--- src/rtl/core/motion_group_integrator_assert.svh ---
// assertion macros shared by the motion group integrator rtl
`ifndef MOTION_GROUP_INTEGRATOR_ASSERT_SVH
`define MOTION_GROUP_INTEGRATOR_ASSERT_SVH

`ifndef SYNTHESIS

// implication or plain property, checked at every rising edge out of reset
`define MGI_ASSERT(lbl, clk, rst_n, prop) \
  lbl: assert property (@(posedge clk) disable iff (!rst_n) (prop)) \
    else $error("motion group integrator assertion failed");

// condition that must never be seen out of reset
`define MGI_ASSERT_NEVER(lbl, clk, rst_n, cond) \
  lbl: assert property (@(posedge clk) disable iff (!rst_n) !(cond)) \
    else $error("motion group integrator forbidden condition");

`else

`define MGI_ASSERT(lbl, clk, rst_n, prop)
`define MGI_ASSERT_NEVER(lbl, clk, rst_n, cond)

`endif

`endif

--- src/rtl/core/mgi_pkg.sv ---
// types, constants and helpers of the motion group integrator
`default_nettype none

package mgi_pkg;

  localparam int unsigned MaxEntriesDefault = 64;
  localparam int unsigned WordW             = 32;

  localparam logic [WordW-1:0] ScaleOne         = 32'h0000_0100;
  localparam logic [15:0]      RestitutionReset = 16'h0080;
  localparam logic [6:0]       EntriesReset     = 7'd1;

  // configuration register indexes
  localparam logic [1:0] RegEntries     = 2'd0;
  localparam logic [1:0] RegBoundary    = 2'd1;
  localparam logic [1:0] RegRestitution = 2'd2;
  localparam logic [1:0] RegAxisMode    = 2'd3;

  typedef enum logic [1:0] {
    OpTick    = 2'd0,
    OpLoad    = 2'd1,
    OpRampAcc = 2'd2,
    OpRampVel = 2'd3
  } opcode_e;

  typedef struct packed {
    opcode_e            opcode;
    logic [5:0]         entry_index;
    logic signed [31:0] first_value;
    logic signed [31:0] second_value;
    logic signed [31:0] first_step;
    logic signed [31:0] second_step;
  } in_item_t;

  typedef struct packed {
    logic [5:0]         out_index;
    logic signed [31:0] pos_x;
    logic signed [31:0] pos_y;
    logic               last;
  } out_item_t;

  // arithmetic shift right by 8 of a wrapped 32-bit word
  function automatic logic [WordW-1:0] asr8(input logic [WordW-1:0] v);
    return {{8{v[WordW-1]}}, v[WordW-1:8]};
  endfunction

endpackage

`default_nettype wire

--- src/rtl/core/mgi_mul.sv ---
// shared 32x32 multiplier, low word of the product, registered output
`default_nettype none

module mgi_mul (
  input  wire logic                          clk_i,
  input  wire logic [mgi_pkg::WordW-1:0]     a_i,
  input  wire logic [mgi_pkg::WordW-1:0]     b_i,
  output logic      [mgi_pkg::WordW-1:0]     prod_o
);

  logic [mgi_pkg::WordW-1:0] prod_q;

  // low word is the same for signed and unsigned operands
  always_ff @(posedge clk_i) begin
    prod_q <= mgi_pkg::WordW'(a_i * b_i);
  end

  assign prod_o = prod_q;

endmodule

`default_nettype wire
--- config.mk ---
export PLATFORM = sky130hd
export DESIGN_NAME = mgi_mul
export DESIGN_NICKNAME = d
export VERILOG_FILES = /design/src/rtl/core/motion_group_integrator_assert.svh /design/src/rtl/core/mgi_pkg.sv /design/src/rtl/core/mgi_mul.sv
export SDC_FILE = /design/constraint.sdc
export NUM_CORES = 1
export LEC_CHECK = 0
export ABC_AREA = 1
export BUFFER_PORTS_ARGS = -buffer_cell sky130_fd_sc_hd__buf_2
export CORE_MARGIN = 10
export CORE_UTILIZATION = 65
export DETAILED_ROUTE_END_ITERATION = 16
export PLACE_DENSITY = 0.92
export SLEW_MARGIN = 20
export SYNTH_ARGS = -nofsm -noshare
export SYNTH_HDL_FRONTEND = slang
export SYNTH_SLANG_ARGS = --single-unit
--- constraint.sdc ---
create_clock -name clk_i -period 10.4 [get_ports clk_i]
set_clock_uncertainty 0.2 [all_clocks]
set_input_delay 2.08 -clock clk_i [delete_from_list [all_inputs] [get_ports clk_i]]
set_output_delay 2.08 -clock clk_i [all_outputs]
set_load 0.01 [all_outputs]
==> metrics.cfg <==
[status]
status = finished, final reports clean

[floorplan]
initial_utilization_pct = 66.41
coreArea_mm2 = 0.02613
dieArea_mm2 = 0.03363
fp.dieH_um = 183.4
die_x_um = 183.4
rows = 59
io_pins = 97

[routing]
drt_wl_total_um = 46140
drc = 0
routedWlPerCell_um = 17.48
drt_iter0_markers = 1505
first_pass_iters = 5
ant_nets = 0
vias = 14430
via_per_inst = 5.467

[final_layout]
syn_to_final_growth_pct = 3.590
final_core_utilization_pct = 68.79
largest_reg_flops = 32
nets = 2895
drive_above_1_share_pct = 4.783
nFillCells = 1903
final_common_cell = inv_1
postLayoutCellArea_mm2 = 0.01798
mostFrequentLayoutCells = 775 x inv_1, 678 x nand2_1, 408 x fa_1

[setup_path]
cp-end-kind = flip-flop
crit_required_ps = 10380
path_max_fanout = 25
crit_arrival_ps = 8640
startpoint = b_i[8]
path_class = input pin to flip-flop
start_kind = input pin

[worst_hold_path]
hold_depth = 3
whs_endpoint = prod_o[0]
hp-start = b_i[0]
hp-class = input pin to flip-flop

[clock_network]
clockRootBuffer = clkbuf_16
clk_pin_slew_worst_paths_ps = 60
cts_resized = 0
tritoncts = built
numCtsBuffers = 5
clkSinkCount = 32
cts_setup_buffers = 0
htreeDepth = 2
clk_path_buf_depth = 2
hold_buffers = 0

[timing]
timing.final.crit_share_pct = 83.34
slew_violations = 0
rsz0062_at_grt = no
setup_viol = 0
finalHoldViolCount = 0
finalSetupTns_ps = 0
relSlewSlack_pct = 43.14
max_freq_mhz = 115.4
tightest_slew_ps = 852.9
min_period_ps = 8667
worst_slack_ps = 1733

[place]
post-place-ws_ps = 1602
port_buffers = 96
dp_hpwl_um = 37580
dpl_cell_area_mm2 = 0.01782
gp_congestion = 0.9421

[global_routing]
track_usage_pct = 28.38
grt_max_degree = 34
grt_pass1_wl_um = 76290
antenna_found_initial = 3
overflow = 0
grt_pass1_vias = 15850

[synthesis]
synth_top_area_share_pct = 47.07
synth-seq-area-share_pct = 3.691
yosys_warnings = 0
yosysUniqueCellTypes = 30
syn_avg_cell_area_um2 = 7.545
netlist_top_cells_area = fa_1 47%, inv_1 17%, nand2_1 15%, ha_1 8.9%, dfxtp_1 3.7%
synth_seq_cells = 32
netlist_area_mm2 = 0.01735
synth_top_area_cell = fa_1
synth_nets = 2896
synthCells = 2300

[run]
drv_cap = 0

critical path: stages:
cell and delay, ps:
buf_2 520, nand2_1 200, fa_1 450, inv_1 80, fa_1 430, fa_1 520, inv_1 50, fa_1 490
inv_1 60, fa_1 500, inv_1 60, fa_1 530, inv_1 60, fa_1 510, fa_1 440, ha_1 360
a21oi_1 220, o21ai_0 160, a31oi_1 160, nand3_1 220, a21oi_1 290, o21ai_1 100, xor2_1 150
Yosys cell counts:
master	number
fa_1	408
a41oi_1	1
o31ai_1	1
nand3_1	40
a21oi_1	32
nand2_1	678
o21bai_1	4
o21ai_1	1
inv_1	775
xor2_1	26
o21ai_0	10
clkbuf_1	72
ha_1	123
nand3b_1	5
buf_2	16
buf_1	9
inv_2	3
nand4_1	4
a31oi_1	6
o211ai_1	1
nor4_1	1
clkinv_1	1
buf_4	7
dfxtp_1	32
nand2_2	4
a21o_1	2
o21a_1	2
xnor2_1	21
nor3_1	2
nor2_1	13
routing by layer:
| metal | global-route usage (%) | share of wire (%) |
|---|---|---|
| met1 | 33.84 | 35 |
| met2 | 48.18 | 49 |
| met3 | 5.692 | 11 |
| met4 | 14.16 | 5.5 |
| met5 | 0 | 0 |
worst max-delay path by stage:
stage | end | slack (ps) | depth (start not counted)
finish | prod_o[29] | 1730 | 23
global route | prod_o[30] | 1510 | 21
CTS | prod_o[29] | 1880 | 23
detailed placement | prod_o[30] | 1600 | 21
global placement | prod_o[30] | 1830 | 21
floorplan | prod_o[29] | 2060 | 24
metrics by stage:
stage	hold WS, ps	cells
after global routing	2182	2638
final	2160	2639
after detailed placement	2278	2627
after CTS	2135	2635
after floorplan	2115	2300
after global placement	2278	2627
area by class of cell:
cell class | count | area (um^2) | share of cell area, %
repair buffers | 96 | 480.5 | 2.673
flip-flops and latches | 32 | 640.6 | 3.563
clock buffers | 7 | 142.6 | 0.7934
diodes | 4 | 10.01 | 0.05568
well taps | 335 | 419.2 | 2.332
clock inverters | 1 | 7.507 | 0.04176
inverters | 779 | 2924 | 16.27
multi-input cells | 1385 | 13350 | 74.28
cells by family after synthesis:
logic type	after synthesis	share of synthesized area [%]
buf+inv	883	19.37
fa+ha+maj	531	55.93
xor+xnor	47	2.372
simple gates	747	16.70
flops	32	3.691
compound gates	60	1.939
Power is left out: the tool's default activity adds up to more than one toggle a clock period on the data nets, which glitch-free logic cannot reach.
