File: config.mk
export PLATFORM = sky130hd
export DESIGN_NAME = mgi_ram
export DESIGN_NICKNAME = d
export VERILOG_FILES = /design/src/rtl/core/motion_group_integrator_assert.svh /design/src/rtl/core/mgi_pkg.sv /design/src/rtl/core/mgi_ram.sv
export SDC_FILE = /design/constraint.sdc
export NUM_CORES = 2
export LEC_CHECK = 0
export BUFFER_PORTS_ARGS = -buffer_cell sky130_fd_sc_hd__clkbuf_2
export CORE_UTILIZATION = 55
export DETAILED_ROUTE_END_ITERATION = 10
export HOLD_SLACK_MARGIN = 0.15
export MAX_ROUTING_LAYER = met4
export PLACE_DENSITY = 0.67
export RECOVER_POWER = 50
export REMOVE_ABC_BUFFERS = 1
export SLEW_MARGIN = 20
export SYNTH_ARGS = -nofsm -noshare
export SYNTH_HDL_FRONTEND = slang
export SYNTH_SLANG_ARGS = --single-unit
File: constraint.sdc
create_clock -name clk_i -period 8.07 [get_ports clk_i]
set_input_delay 0.807 -clock clk_i [delete_from_list [all_inputs] [get_ports clk_i]]
set_output_delay 0.807 -clock clk_i [all_outputs]
set_load 0.03 [all_outputs]
File: src/rtl/core/motion_group_integrator_assert.svh
// assertion macros shared by the motion group integrator rtl
`ifndef MOTION_GROUP_INTEGRATOR_ASSERT_SVH
`define MOTION_GROUP_INTEGRATOR_ASSERT_SVH

`ifndef SYNTHESIS

// implication or plain property, checked at every rising edge out of reset
`define MGI_ASSERT(lbl, clk, rst_n, prop) \
  lbl: assert property (@(posedge clk) disable iff (!rst_n) (prop)) \
    else $error("motion group integrator assertion failed");

// condition that must never be seen out of reset
`define MGI_ASSERT_NEVER(lbl, clk, rst_n, cond) \
  lbl: assert property (@(posedge clk) disable iff (!rst_n) !(cond)) \
    else $error("motion group integrator forbidden condition");

`else

`define MGI_ASSERT(lbl, clk, rst_n, prop)
`define MGI_ASSERT_NEVER(lbl, clk, rst_n, cond)

`endif

`endif

File: src/rtl/core/mgi_pkg.sv
// types, constants and helpers of the motion group integrator
`default_nettype none

package mgi_pkg;

  localparam int unsigned MaxEntriesDefault = 64;
  localparam int unsigned WordW             = 32;

  localparam logic [WordW-1:0] ScaleOne         = 32'h0000_0100;
  localparam logic [15:0]      RestitutionReset = 16'h0080;
  localparam logic [6:0]       EntriesReset     = 7'd1;

  // configuration register indexes
  localparam logic [1:0] RegEntries     = 2'd0;
  localparam logic [1:0] RegBoundary    = 2'd1;
  localparam logic [1:0] RegRestitution = 2'd2;
  localparam logic [1:0] RegAxisMode    = 2'd3;

  typedef enum logic [1:0] {
    OpTick    = 2'd0,
    OpLoad    = 2'd1,
    OpRampAcc = 2'd2,
    OpRampVel = 2'd3
  } opcode_e;

  typedef struct packed {
    opcode_e            opcode;
    logic [5:0]         entry_index;
    logic signed [31:0] first_value;
    logic signed [31:0] second_value;
    logic signed [31:0] first_step;
    logic signed [31:0] second_step;
  } in_item_t;

  typedef struct packed {
    logic [5:0]         out_index;
    logic signed [31:0] pos_x;
    logic signed [31:0] pos_y;
    logic               last;
  } out_item_t;

  // arithmetic shift right by 8 of a wrapped 32-bit word
  function automatic logic [WordW-1:0] asr8(input logic [WordW-1:0] v);
    return {{8{v[WordW-1]}}, v[WordW-1:8]};
  endfunction

endpackage

`default_nettype wire

File: src/rtl/core/mgi_ram.sv
// generic single write port ram with registered read
`default_nettype none

module mgi_ram #(
  parameter int unsigned Width = 64,
  parameter int unsigned Depth = mgi_pkg::MaxEntriesDefault,
  localparam int unsigned AddrW = (Depth > 1) ? $clog2(Depth) : 1
) (
  input  wire logic             clk_i,
  input  wire logic             we_i,
  input  wire logic [AddrW-1:0] waddr_i,
  input  wire logic [Width-1:0] wdata_i,
  input  wire logic             re_i,
  input  wire logic [AddrW-1:0] raddr_i,
  output logic      [Width-1:0] rdata_o
);

  logic [Width-1:0] mem_q [Depth];
  logic [Width-1:0] rdata_q;

  always_ff @(posedge clk_i) begin
    if (we_i) begin
      mem_q[waddr_i] <= wdata_i;
    end
    if (re_i) begin
      rdata_q <= mem_q[raddr_i];
    end
  end

  assign rdata_o = rdata_q;

endmodule

`default_nettype wire

==> impl_results.md <==
* Status: complete, but fails checks
* Failing checks: capacitance limit, slew limit
* Worst hold path type: primary input to flop
* Input/output buffers at 142
* Max_cap viols at 67
* Final wirelength at around 400000 um
* Slowest stage delay, CP at slightly below 3 ns
* LEAKAGE at 54.57 nW
* CP delay by family, top: buffers and inverters
* Skew final at 0.06535 ns
* Post_cts resized at 0
* Footprint of the multi-input gates at 30710 um2
* Simple-gate share of the synthesized area at 1.235%
* Clock root buffer: clkbuf_16
* Slew headroom at -190.4%
* #FFs+latches synth at around 4.2k
* Yosys warns at 0
* Routed WL per cell at 36.20 um
* Post-Syn Instances at around 6.6k
* Post-CTS setup buffers at 0
* Crit path max-delay cell type: clkbuf_1
* Clock latency at the later pin of the worst-skew pair at 0.93 ns
* HPWL after DPL at 214400 um
* Area Overhead vs Synth at 12.02%
* Clock tree from TritonCTS: yes
* Avg Inst Size Synth at roughly 24 um2
* Achievable clock frequency at 218.4 MHz
* Synth Area in Adders at 0%
* CP endpoint kind: flop
* Initial Util at 55.47%
* Nets at 7072
* Largest net degree at the start of global routing at 125
* Reg clk slew, reported paths at 0.06 ns
* WP data arrival at 5.08 ns
* Path depth of the worst reg2reg path at 5
* Post-synthesis cell type count at 32
* M1 WL at 153200 um
* Initial antenna violation count at 10
* Finish-stage setup viols at 0
* Met3 routed WL at 36950 um
* Register Area at about 120000 um2
* Sequential element share of the synthesized area at between 70% and 80%
* Pre-antenna DRT Iters at 5
* Met2 wire length at between 150000 and 200000 um
* Clk buf depth at 4
* Netlist Area Pre-Place at 157000 um2
* Gr ovfl total at 0
* Layout cells sized above 1 at between 20% and 30%
* Worst EP required at about 8.6 ns
* FILL cells at around 19k
* Gr usage total at 29.10%
* Max Slew Vio Count at 4184
* WP depth at 2
* CORE AREA at ~280000 um2
* Final Power at ~45 mW
* Hold Crit Depth at 1
* Final setup TNS at 0 ns
* Final ANT Viol Nets at 0
* Period Utilization, post-route at 56.74%
* Crit path max fanout at 35
* Worst-margin pin slew at 4.355 ns
* Worst path cell trace: clkbuf_1 -> buf_4
* Vias at between 70k and 80k
* Cell taking the most area after synthesis: edfxtp_1
* Max IR drop VDD at 212.5 uV
* Vias/cell at 6.749
* Global-route wire length before repair at 567300 um
* Die area at between 200000 and 300000 um2
* DR iter-0 viols at 9981
* Num rows at ~200
* # hold bufs at CTS at 0
* Crit start category: primary input
* Largest cells by area after synthesis: edfxtp_1 80%, mux4_2 15%, mux2i_1 0.86%
* Io pins at 143
* Remaining DRCs at 0
* Yosys top cell area share at 79.57%
* Post-Synth XOR/XNOR Area at 0%
* Compound-Gate Fraction of Synth Area at about 2.5%
* GPL Wtd Cong at 0.8107
* Final hold vios at 0
* Pwr dens at 253.9 nW/um2
* Die Width at 536.3 um
* Clock sinks at between 4k and 5k
* DR top layer: met4
* Post-synthesis mux area share at 15.55%
* Vias in the first global route at between 70k and 80k
* H-tree levels at 5
* Setup Crit Path Kind: primary input to flop
* Minimum clock period at 4.579 ns
* Largest family of logic cells by synthesized area: multiplexers
* CTS Buf Count at 410
* Die H at between 500 and 600 um
* RSZ-0062 raised after global routing: no
* Buf/Inv on CP at 2
## sequential cells by signal (all words and copies together), names as in the netlist
| signal | count |
|---|---|
| mem_q | 4096 |
| rdata_o | 64 |
## synthesized netlist by cell type (all sizes together)
master   count
nor2b       28
a211oi      63
a2bb2oi     19
a41oi       26
nand3b       2
nor3         2
and2         3
a31o         1
edfxtp    4160
a22oi      168
and3        64
buf        230
o221ai      38
nand3       45
or2         28
mux2i      135
a31oi       18
or3         29
a22o        88
or3b         1
nand2b      11
nor2       112
nand4        2
o22ai       83
nand4b       1
clkbuf     140
mux4      1024
inv         19
nand2       58
## cells in the final DEF, fill, tap and decap left out, drive strengths merged, types with 29 or more instances in the layout
cell,synthesis,layout
nand3,45,45
clkbuf,140,647
a22oi,168,168
inv,19,30
mux4,1024,1024
o221ai,38,38
nor2,112,112
edfxtp,4160,4160
clkinv,0,191
a211oi,63,63
bufinv,0,35
buf,230,201
o22ai,83,83
nand2,58,58
a22o,88,88
and3,64,64
or3,29,29
mux2i,135,135
## report_power, final
group,internal (mW),switching [mW]
Sequential,24.0,0.0643
Combinational,0.718,1.30
Clock,10.6,7.97
Total,35.3,9.33
## metal layers
| metal | vias up | track usage [%] |
|---|---|---|
| met5 | - | - |
| met4 | 0 | 9.602 |
| li1 | 29360 | - |
| met3 | 713 | 4.140 |
| met2 | 4169 | 45.29 |
| met1 | 40500 | 40.25 |
## layout make-up
cell class                 instances  area share [%]
sequential                      4160           71.03
multi-input combinational       2049           17.46
clock buffer                     495           6.100
tap                             3743           2.663
timing repair buffer             353           1.409
clock inverter                   247           1.281
inverter                          19         0.04055
antenna                            9         0.01281
## final timing paths
check                                    from       endpoint  slack (ns)
worst max-delay path                     re_i    rdata_o[42]        3.49
worst min-delay path              wdata_i[39]  mem_q[24][39]        0.45
worst max register to register  mem_q[13][42]    rdata_o[42]        5.36
worst min register to register  mem_q[36][16]    rdata_o[16]        0.92
## metrics by stage
step	utilization, %	hold slack [ns]	std cells	worst slack, ns	cell area, um2
CTS	62.19	0.5120	11060	4.493	176000
floorplan	-	0.8648	6228	1.963	155200
detailed placement	57.60	0.9084	10320	3.549	163000
global route	62.14	0.4614	11070	3.575	175900
finish	62.14	0.4458	11080	3.491	175900
global placement	57.60	0.8971	10320	3.580	163000
## cell families after synthesis
| logic type | count (synthesis) |
|---|---|
| compound gates | 504 |
| buf+inv | 389 |
| flops | 4160 |
| mux | 1159 |
| simple gates | 386 |
No activity file was read; power rests on OpenSTA's default activity.
